[src/hw/rtl/hlbp_pkg.sv]
`timescale 1ns / 1ps
// ----------------------------------------------------------------------------
// hlbp_pkg
// shared types and constants of the history lru branch predictor
// ----------------------------------------------------------------------------
package hlbp_pkg;

  localparam int CFG_IDX_W  = 1;
  localparam int CFG_DATA_W = 5;
  localparam int CNT_W      = 4;

  typedef logic [CFG_IDX_W-1:0]  cfg_idx_t;
  typedef logic [CFG_DATA_W-1:0] cfg_data_t;
  typedef logic [CNT_W-1:0]      cnt_t;

  localparam cfg_idx_t REG_HISTORY_BITS   = 1'd0;
  localparam cfg_idx_t REG_COUNTER_STATES = 1'd1;

  localparam cfg_data_t HISTORY_BITS_RST   = 5'd4;
  localparam cfg_data_t COUNTER_STATES_RST = 5'd4;
  localparam cfg_data_t STATES_MIN         = 5'd2;
  localparam cfg_data_t STATES_MAX         = 5'd16;

endpackage

[src/hw/rtl/history_lru_branch_predictor.sv]
`timescale 1ns / 1ps
// ----------------------------------------------------------------------------
// history_lru_branch_predictor
// global history predictor with a fully associative lru pattern table
// ----------------------------------------------------------------------------
// usage
//   input beat : in_taken is taken when start is high and busy is low; one
//                beat may be taken in every clock cycle
//   result beat: out_predicted_taken is shown for one cycle with out_valid;
//                the receiver cannot stall, every strobe is a delivered beat
//   config     : cfg_valid/cfg_ready write cfg_data into register cfg_index
//                (0 history_bits, 1 counter_states); cfg_ready is always high
//                and the user makes writes only while no beat is in flight,
//                which the block itself does not enforce
//   path       : beat -> in_vld_r/in_taken_r -> out_valid_r/out_pred_r
//   throughput : one beat per cycle; the table lookup, lru update and counter
//                update of a beat happen together in the same cycle, so the
//                next beat sees the updated table
//   reset      : rst_n low clears history, table valid bits, ages and the
//                pipeline; busy is high while reset is held
// ----------------------------------------------------------------------------
module history_lru_branch_predictor
  import hlbp_pkg::*;
#(
  parameter int TABLE_ENTRIES    = 16,
  parameter int MAX_HISTORY_BITS = 16
) (
  input  logic      clk,
  input  logic      rst_n,
  input  logic      start,
  output logic      busy,
  input  logic      in_taken,
  output logic      out_valid,
  output logic      out_predicted_taken,
  input  logic      cfg_valid,
  output logic      cfg_ready,
  input  cfg_idx_t  cfg_index,
  input  cfg_data_t cfg_data
);

  localparam int IDX_W  = (TABLE_ENTRIES > 1) ? $clog2(TABLE_ENTRIES) : 1;
  localparam int RANK_W = IDX_W;

  typedef logic [MAX_HISTORY_BITS-1:0] hist_t;
  typedef logic [IDX_W-1:0]            idx_t;
  typedef logic [RANK_W-1:0]           rank_t;

  // configuration
  cfg_data_t hist_bits_r;
  cfg_data_t cnt_states_r;

  // input stage
  logic in_vld_r;
  logic in_taken_r;

  // table and history
  hist_t                     hist_r;
  logic [TABLE_ENTRIES-1:0]  valid_r;
  rank_t                     rank_r [TABLE_ENTRIES];
  hist_t                     key_r  [TABLE_ENTRIES];
  cnt_t                      cnt_r  [TABLE_ENTRIES];

  // result stage
  logic out_valid_r;
  logic out_pred_r;

  // lookup
  logic      hit;
  logic      free;
  idx_t      hit_idx;
  idx_t      free_idx;
  idx_t      old_idx;
  idx_t      slot;
  rank_t     hit_rank;
  cnt_t      hit_cnt;
  cfg_data_t hb_eff;
  cfg_data_t sc_eff;
  cfg_data_t sc_m1;
  cnt_t      half;
  cnt_t      cnt_cur;
  cnt_t      cnt_nxt;
  logic      pred;
  hist_t     mask;
  hist_t     hist_nxt;

  assign busy      = ~rst_n;
  assign cfg_ready = 1'b1;
  assign out_valid           = out_valid_r;
  assign out_predicted_taken = out_pred_r;

  always_ff @(posedge clk) begin
    if (!rst_n) begin
      hist_bits_r  <= HISTORY_BITS_RST;
      cnt_states_r <= COUNTER_STATES_RST;
    end else if (cfg_valid && cfg_ready) begin
      case (cfg_index)
        REG_HISTORY_BITS:   hist_bits_r  <= cfg_data;
        REG_COUNTER_STATES: cnt_states_r <= cfg_data;
        default: ;
      endcase
    end
  end

  always_ff @(posedge clk) begin
    if (!rst_n) begin
      in_vld_r <= 1'b0;
    end else begin
      in_vld_r <= start && !busy;
    end
  end

  always_ff @(posedge clk) begin
    if (start && !busy) begin
      in_taken_r <= in_taken;
    end
  end

  always_comb begin
    hit      = 1'b0;
    free     = 1'b0;
    hit_idx  = '0;
    free_idx = '0;
    old_idx  = '0;
    hit_rank = '0;
    hit_cnt  = '0;
    for (int i = TABLE_ENTRIES - 1; i >= 0; i--) begin
      if (valid_r[i] && key_r[i] == hist_r) begin
        hit      = 1'b1;
        hit_idx  = IDX_W'(i);
        hit_rank = rank_r[i];
        hit_cnt  = cnt_r[i];
      end
      if (!valid_r[i]) begin
        free     = 1'b1;
        free_idx = IDX_W'(i);
      end
      if (valid_r[i] && rank_r[i] == RANK_W'(TABLE_ENTRIES - 1)) begin
        old_idx = IDX_W'(i);
      end
    end
    slot = hit ? hit_idx : (free ? free_idx : old_idx);
  end

  // clamped configuration
  always_comb begin
    if (hist_bits_r < 5'd1) begin
      hb_eff = 5'd1;
    end else if (hist_bits_r > 5'(MAX_HISTORY_BITS)) begin
      hb_eff = 5'(MAX_HISTORY_BITS);
    end else begin
      hb_eff = hist_bits_r;
    end
    if (cnt_states_r < STATES_MIN) begin
      sc_eff = STATES_MIN;
    end else if (cnt_states_r > STATES_MAX) begin
      sc_eff = STATES_MAX;
    end else begin
      sc_eff = cnt_states_r;
    end
    for (int i = 0; i < MAX_HISTORY_BITS; i++) begin
      mask[i] = (5'(i) < hb_eff);
    end
  end

  // counter and history update
  always_comb begin
    sc_m1   = sc_eff - 5'd1;
    half    = CNT_W'(sc_eff >> 1);
    cnt_cur = hit ? hit_cnt : half;
    pred    = cnt_cur > half;
    cnt_nxt = cnt_cur;
    if (in_taken_r) begin
      if ({1'b0, cnt_cur} < sc_m1) begin
        cnt_nxt = cnt_cur + CNT_W'(1);
      end
    end else begin
      if (cnt_cur != '0) begin
        cnt_nxt = cnt_cur - CNT_W'(1);
      end
    end
    hist_nxt = ((hist_r << 1) & mask) | hist_t'(in_taken_r);
  end

  always_ff @(posedge clk) begin
    if (!rst_n) begin
      hist_r  <= '0;
      valid_r <= '0;
      for (int i = 0; i < TABLE_ENTRIES; i++) begin
        rank_r[i] <= '0;
      end
    end else if (in_vld_r) begin
      hist_r <= hist_nxt;
      for (int i = 0; i < TABLE_ENTRIES; i++) begin
        if (IDX_W'(i) == slot) begin
          valid_r[i] <= 1'b1;
          rank_r[i]  <= '0;
        end else if (valid_r[i] && (!hit || rank_r[i] < hit_rank)) begin
          rank_r[i] <= rank_r[i] + RANK_W'(1);
        end
      end
    end
  end

  always_ff @(posedge clk) begin
    if (in_vld_r) begin
      for (int i = 0; i < TABLE_ENTRIES; i++) begin
        if (IDX_W'(i) == slot) begin
          cnt_r[i] <= cnt_nxt;
          if (!hit) begin
            key_r[i] <= hist_r;
          end
        end
      end
    end
  end

  always_ff @(posedge clk) begin
    if (!rst_n) begin
      out_valid_r <= 1'b0;
    end else begin
      out_valid_r <= in_vld_r;
    end
  end

  always_ff @(posedge clk) begin
    if (in_vld_r) begin
      out_pred_r <= pred;
    end
  end

endmodule
[config.mk]
export PLATFORM = sky130hd
export DESIGN_NAME = history_lru_branch_predictor
export DESIGN_NICKNAME = d
export VERILOG_FILES = /design/src/hw/rtl/hlbp_pkg.sv /design/src/hw/rtl/history_lru_branch_predictor.sv
export SDC_FILE = /design/constraint.sdc
export NUM_CORES = 1
export LEC_CHECK = 0
export ABC_AREA = 1
export CAP_MARGIN = 30
export CELL_PAD_IN_SITES_DETAIL_PLACEMENT = 0
export CELL_PAD_IN_SITES_GLOBAL_PLACEMENT = 1
export CORE_MARGIN = 2
export CORE_UTILIZATION = 40
export CTS_BUF_LIST = sky130_fd_sc_hd__clkbuf_8
export CTS_CLUSTER_SIZE = 12
export DETAILED_ROUTE_END_ITERATION = 8
export DONT_BUFFER_PORTS = 1
export PLACE_DENSITY_LB_ADDON = 0.1
export SYNTH_ARGS = -nofsm -noshare
export SYNTH_HDL_FRONTEND = slang
export SYNTH_SLANG_ARGS = --single-unit
export TNS_END_PERCENT = 1
[constraint.sdc]
create_clock -name clk -period 4.4 [get_ports clk]
set_clock_uncertainty 0.1 [all_clocks]
set_input_delay 0 -clock clk [delete_from_list [all_inputs] [get_ports clk]]
set_output_delay 0 -clock clk [all_outputs]
set_load 0.02 [all_outputs]
### After elaboration in Yosys (flattened, before gate mapping)

Memories as Yosys holds them, arrays and structs flattened.
Cells that the tools add are included.

| word-level totals | value |
|---|---|
| bits in registers | 46 |
| memory bits (writable) | 384 |
| input port bits | 11 |
| output and inout bits | 4 |
| word-level logic and storage cells | 736 |
| memories kept | 3 |

| cells by class | value |
|---|---|
| $add $sub $neg | 19 |
| $lt $le $gt $ge | 38 |
| eq/ne operators | 47 |
| muxes and demuxes | 454 |
| bitwise gates (word level) | 36 |
| reductions and logical operators | 116 |

Memory list:

| memory | words | width | rd ports | clocked after memory_dff | write ports | line | source |
|---|---|---|---|---|---|---|---|
| key_r | 16 | 16 | 16 | 0 | 1 | history_lru_branch_predictor.sv:60 | `hist_t key_r [TABLE_ENTRIES];` |
| cnt_r | 16 | 4 | 16 | 0 | 1 | history_lru_branch_predictor.sv:61 | `cnt_t cnt_r [TABLE_ENTRIES];` |
| rank_r | 16 | 4 | 16 | 0 | 16 | history_lru_branch_predictor.sv:59 | `rank_t rank_r [TABLE_ENTRIES];` |

Operators with widths:

| cell | number |
|---|---|
| 4-bit two-way mux | 163 |
| 1-bit two-way mux | 272 |
| 16-bit equality test | 16 |
| 16-bit two-way mux | 15 |
| 16-bit OR reduction | 15 |
| 4-bit by 1-bit adder with 4-bit output (second input constant) | 17 |
| 4-bit equality test (second input constant) | 16 |
| 4-bit < comparator | 16 |
| 4-bit OR reduction | 15 |
| 1-bit logical AND | 49 |
| 4-bit by 5-bit < comparator with 1-bit output (first input constant) | 8 |
| 2-bit AND reduction | 18 |
| 4-bit equality test (first input constant) | 8 |
| 1-bit OR | 32 |
| 3-bit by 5-bit < comparator with 1-bit output (first input constant) | 4 |
| 5-bit two-way mux | 4 |
| 16-bit AND | 1 |
| 3-bit by 4-bit equality test with 1-bit output (first input constant) | 4 |
| 1-bit logical OR | 16 |
| 16-bit by 1-bit OR with 16-bit output | 1 |
| 5-bit > comparator (second input constant) | 2 |
| 1-bit by 5-bit < comparator with 1-bit output (first input constant) | 2 |
| 2-bit by 5-bit < comparator with 1-bit output (first input constant) | 2 |
| 2-bit by 4-bit equality test with 1-bit output (first input constant) | 2 |
| other kinds (11) | 12 |

### Depth between registers and ports, before layout

An unclocked memory read counts as a cell.

| depth | value |
|---|---|
| word-level depth | 41 |
| mapped depth | 35 |

### Worst setup path after synthesis

Ideal clock, no wire load.

| path | value |
|---|---|
| kind | register to register |
| start point | register hist_r[2] |
| end point | memory rank_r[0][10] (netlist bit) (enable) |
| arrival | 3,893 ps |
| data required time | 3,987 ps |
| setup slack | 95 ps |
| cell stages (with the launch flop) | 27 |
| buffers on the path | 3 |
| cells stage by stage | dfxtp_1 -> buf_4 -> inv_2 -> buf_6 -> nand2_1 -> nand2_1 -> nor2_1 -> nand3_1 -> nor2_1 -> nand3_1 -> buf_2 -> nor3_1 -> nor2_1 -> a21oi_1 -> o21ai_0 -> a21oi_1 -> o21ai_0 -> a21oi_1 -> nor2_1 -> a21oi_1 -> ha_1 -> a21boi_1 -> o21bai_1 -> nand3_1 -> nand2_1 -> nand2_1 -> nand3_1 |

RTL lines:

| element | line | source |
|---|---|---|
| start: declaration | history_lru_branch_predictor.sv:57 | `hist_t hist_r;` |
| start signal: assignment | history_lru_branch_predictor.sv:192 | `hist_r <= hist_nxt;` |
| end: declaration | history_lru_branch_predictor.sv:59 |  |

### Worst setup path after layout

| path | value |
|---|---|
| start point | register hist_r[5] |
| end point | memory cnt_r[1][20] (netlist bit) (data pin) |

| between the ends | value |
|---|---|
| elaborated cells between the ends (all ways) | 174 |

RTL lines:

| element | line | source |
|---|---|---|
| 16-bit equality test | history_lru_branch_predictor.sv:127 | `if (valid_r[i] && key_r[i] == hist_r) begin` |
| 1-bit logical AND | history_lru_branch_predictor.sv:127 |  |
| 4-bit two-way mux / 1-bit two-way mux (equally long branches) (16 in a row) | history_lru_branch_predictor.sv:127 |  |
| 4-bit two-way mux * | history_lru_branch_predictor.sv:169 | `cnt_cur = hit ? hit_cnt : half;` |
| 4-bit by 1-bit subtractor with 4-bit output (tied with other cells) | history_lru_branch_predictor.sv:178 | `cnt_nxt = cnt_cur - CNT_W'(1);` |
| 4-bit two-way mux (on tied branches) | history_lru_branch_predictor.sv:177, history_lru_branch_predictor.sv:173 |  |
| 4-bit two-way mux * | history_lru_branch_predictor.sv:172 | `if (in_taken_r) begin` |
| net cnt_nxt[0] | history_lru_branch_predictor.sv:81 | `cnt_t cnt_nxt;` |
| 4-bit two-way mux (no line) (14 in a row) | n/a |  |
| 4-bit two-way mux (no line) * | n/a |  |
| end: declaration | history_lru_branch_predictor.sv:61 |  |

The timed path passes the listed nets; every way through them passes the cells marked *.

==> flow_summary.json <==
{
  "crit_path_end": "cnt_r[1][20]",
  "swShare_pct": 24.9,
  "syn-cell-area_um2": 24000,
  "fill_cells": 5547,
  "synth_seq_cells": 430,
  "viasPerCell": 5.39,
  "startpoint": "hist_r[5]",
  "clkSlewWorstSetupHoldPaths_ns": 0.06,
  "clockBufferDepth": 3,
  "h-tree-depth": 3,
  "area_growth_pct": 25.7,
  "ys_warn_count": 0,
  "mostFrequentLayoutCell": "nand2_1",
  "power_density_nw_per_um2": 286,
  "final_cell_mix": "nand2_1 (522), edfxtp_1 (386), inv_1 (311), buf_4 (298), nor2_1 (260)",
  "leakage_nw": 12.8,
  "reg2reg_from": "hist_r[5]",
  "hold_class": "input port to flip-flop",
  "r2r_end": "cnt_r[1][20]",
  "cts-root-buf": "clkbuf_8",
  "utilization_pct": 51.0,
  "fp.dieH_um": 249,
  "track_usage_pct": 27.0,
  "r2r_slack_ns": 0.15,
  "final-setup-viol-count": 0,
  "wl_per_cell_um": 22.1,
  "period_minus_slack_ns": 4.25,
  "row_count": 89,
  "drc": 0,
  "fp.dieW_um": 249,
  "ys_seq_area_share_pct": 52.0,
  "antenna_found_initial": 3,
  "slew_violations": 0,
  "cp_common_cell": "nand2_1",
  "internal_power_mw": 6.48,
  "r2r_cells": 31,
  "dr.pass1.iters": 5,
  "coreArea_um2": 59100,
  "synth_edf_count": 386,
  "cts_buffers": 80,
  "async_flop_share_pct": 0,
  "syn_area_per_cell_um2": 9.19,
  "drive_above_1_share_pct": 22.6,
  "sequentialPowerShare_pct": 52.6,
  "netlist.area_leader.share_pct": 48.3,
  "max_slew_margin_pct": 45.4,
  "cts_sinks": 430,
  "critPathKind": "flip-flop to flip-flop",
  "p_sw_mw": 2.16,
  "grt_remaining_overflow": 0,
  "clk_latency_ns": 0.68,
  "die-area_um2": 61900,
  "multi_input_area_um2": 10200,
  "critPathLaunchType": "flip-flop",
  "drv_cap": 0,
  "grt_max_degree": 28,
  "synth_cell_types": 74,
  "slowest_delay_ns": 0.38,
  "whs_ns": 0.106,
  "fin_nets": 3097,
  "whs_path_depth": 4,
  "worstPathRequired_ns": 4.80,
  "regArea_um2": 12500,
  "synth-main-ff-cell": "edfxtp_1",
  "cts_tree": "yes",
  "synth_area_leader_cell": "edfxtp_1",
  "critPathSlowestCell": "dfxtp_4",
  "io_buffers": 0,
  "syn_inst": 2610,
  "grt_pass1_wl_mm": 126,
  "ant_nets": 0,
  "max_freq_ghz": 0.235,
  "max_slew.worst_pin.slew_ns": 0.818,
  "total_power_mw": 8.64,
  "globalplace.congestion": 0.886,
  "dp.cells": 3651,
  "ys_top_cells_by_area": "edfxtp_1 (48%), nand2_1 (8.5%), inv_1 (4.4%)",
  "vias": 20747,
  "drt_iter0_markers": 1791,
  "io_pins": 15,
  "synth_nets": 2695,
  "ir_drop_mv": 0.203,
  "hold_violations": 0,
  "dp_hpwl_mm": 61.8,
  "path_max_fanout": 8,
  "finalCritPeriodShare_pct": 96.5,
  "instances_no_fill": 3850,
  "cp.arrival_ns": 4.65,
  "start_util_pct": 40.6,
  "grt_pass1_vias": 20140,
  "status": "finished, final reports clean",
  "wl_mm": 85.2,
  "combPwrFrac_pct": 5.7,
  "clkPwrFrac_pct": 41.7,
  "cp-end-kind": "flip-flop"
}
==> state kept, by name, summed over array words and instances, names as in the netlist <==
register / count
hist_r: 16
cnt_states_r: 5
hist_bits_r: 5
in_taken_r: 1
valid_r: 16
out_valid: 1
in_vld_r: 1
cnt_r: 64
rank_r: 64
key_r: 256
out_predicted_taken: 1
==> final cells by class <==
| cell class | instances | share of cell area [%] |
|---|---|---|
| Sequential cell | 430 | 41.5 |
| Multi-Input combinational cell | 1785 | 33.7 |
| Timing Repair Buffer | 401 | 12.6 |
| Inverter | 314 | 4.13 |
| Clock buffer | 86 | 3.92 |
| Tap cell | 773 | 3.21 |
| Clock inverter | 60 | 0.879 |
| Antenna cell | 1 | 0.00830 |
==> logic make-up (layout without fill, tap and decap cells) <==
family | Yosys count | count (layout) | synth area share [%]
adders and majority gates | 74 | 74 | 3.86
other | 1 | 2 | 0.0156
xor gates and xnor gates | 105 | 105 | 3.83
buffers and inverters | 395 | 861 | 7.24
and+or+nand+nor | 1235 | 1235 | 23.6
AOI/OAI and AO/OA | 365 | 365 | 9.23
DFF | 430 | 430 | 52.0
muxes | 5 | 5 | 0.209
==> power by group through the flow <==
stage,logic [mW],registers (mW),clock network [mW]
3_3_place_gp,0.406,4.63,0
4_1_cts,0.462,4.55,3.69
6_report,0.494,4.54,3.60
2_1_floorplan,0.253,4.61,0
5_1_grt,0.544,4.55,3.86
3_5_place_dp,0.409,4.63,0
==> worst min-delay path by stage <==
stage                      end  slack (ns)   startpoint
2_1_floorplan       in_taken_r      -0.001     in_taken
3_3_place_gp        in_taken_r      -0.001     in_taken
3_5_place_dp        in_taken_r      -0.001     in_taken
4_1_cts        cnt_states_r[2]        0.02    cfg_index
5_1_grt        cnt_states_r[3]        0.07  cfg_data[3]
6_report       cnt_states_r[2]        0.11    cfg_index
==> critical path, delay by kind of cell (launching register included) <==
| family | cells | cell delay (ns) |
|---|---|---|
| buffers and inverters | 6 | 0.75 |
| adder cells (fa/ha/maj) | 1 | 0.20 |
| AND/OR/NAND/NOR | 18 | 1.58 |
| XOR/XNOR | 2 | 0.36 |
| AO/OA/AOI/OAI | 4 | 0.65 |
| flip-flops | 1 | 0.38 |
==> metrics by stage <==
step / setup TNS (ns) / setup slack [ns] / area [µm²]
2_1_floorplan: 0 / 0.0948 / 24000
3_3_place_gp: -72.79 / -0.536 / 27500
3_5_place_dp: -42.18 / -0.365 / 27500
4_1_cts: 0 / 0.0151 / 29400
5_1_grt: -3.37 / -0.0831 / 30200
6_report: 0 / 0.152 / 30200
==> metal layers <==
metal	part of all wire [%]	vias to the layer above	track usage [%]
li1	-	9830	-
met1	46	10086	37.9
met2	46	684	43.0
met3	5.9	145	3.99
met4	2.8	2	8.78
met5	0.014	-	0
==> cells in the mapped netlist (12+ instances only) <==
| master | number |
|---|---|
| o21ai_1 | 14 |
| o22ai_1 | 67 |
| nand2_2 | 16 |
| nor2_2 | 23 |
| buf_4 | 22 |
| inv_1 | 279 |
| clkbuf_1 | 17 |
| or2_2 | 27 |
| a21oi_1 | 83 |
| or2_1 | 13 |
| nand4_1 | 70 |
| o21ai_0 | 116 |
| nor2_1 | 267 |
| nor4_1 | 43 |
| nand3_1 | 122 |
| xor2_1 | 68 |
| ha_1 | 74 |
| nand2_1 | 541 |
| o2111ai_1 | 12 |
| nor3_1 | 59 |
| dfxtp_1 | 44 |
| buf_2 | 25 |
| xnor2_1 | 37 |
| inv_2 | 22 |
| edfxtp_1 | 386 |
| buf_6 | 13 |
==> repair_timing <==
action                                  4_1_cts  5_1_grt
resized for setup                            29      144
gates cloned                                  1        2
pin swaps                                     4       37
hold buffers                                 23        0
setup buffers                                 9       19
endpoints found under the setup margin      240      364
hold endpoints to repair                    100        0
No activity file was read; power rests on OpenSTA's default activity.
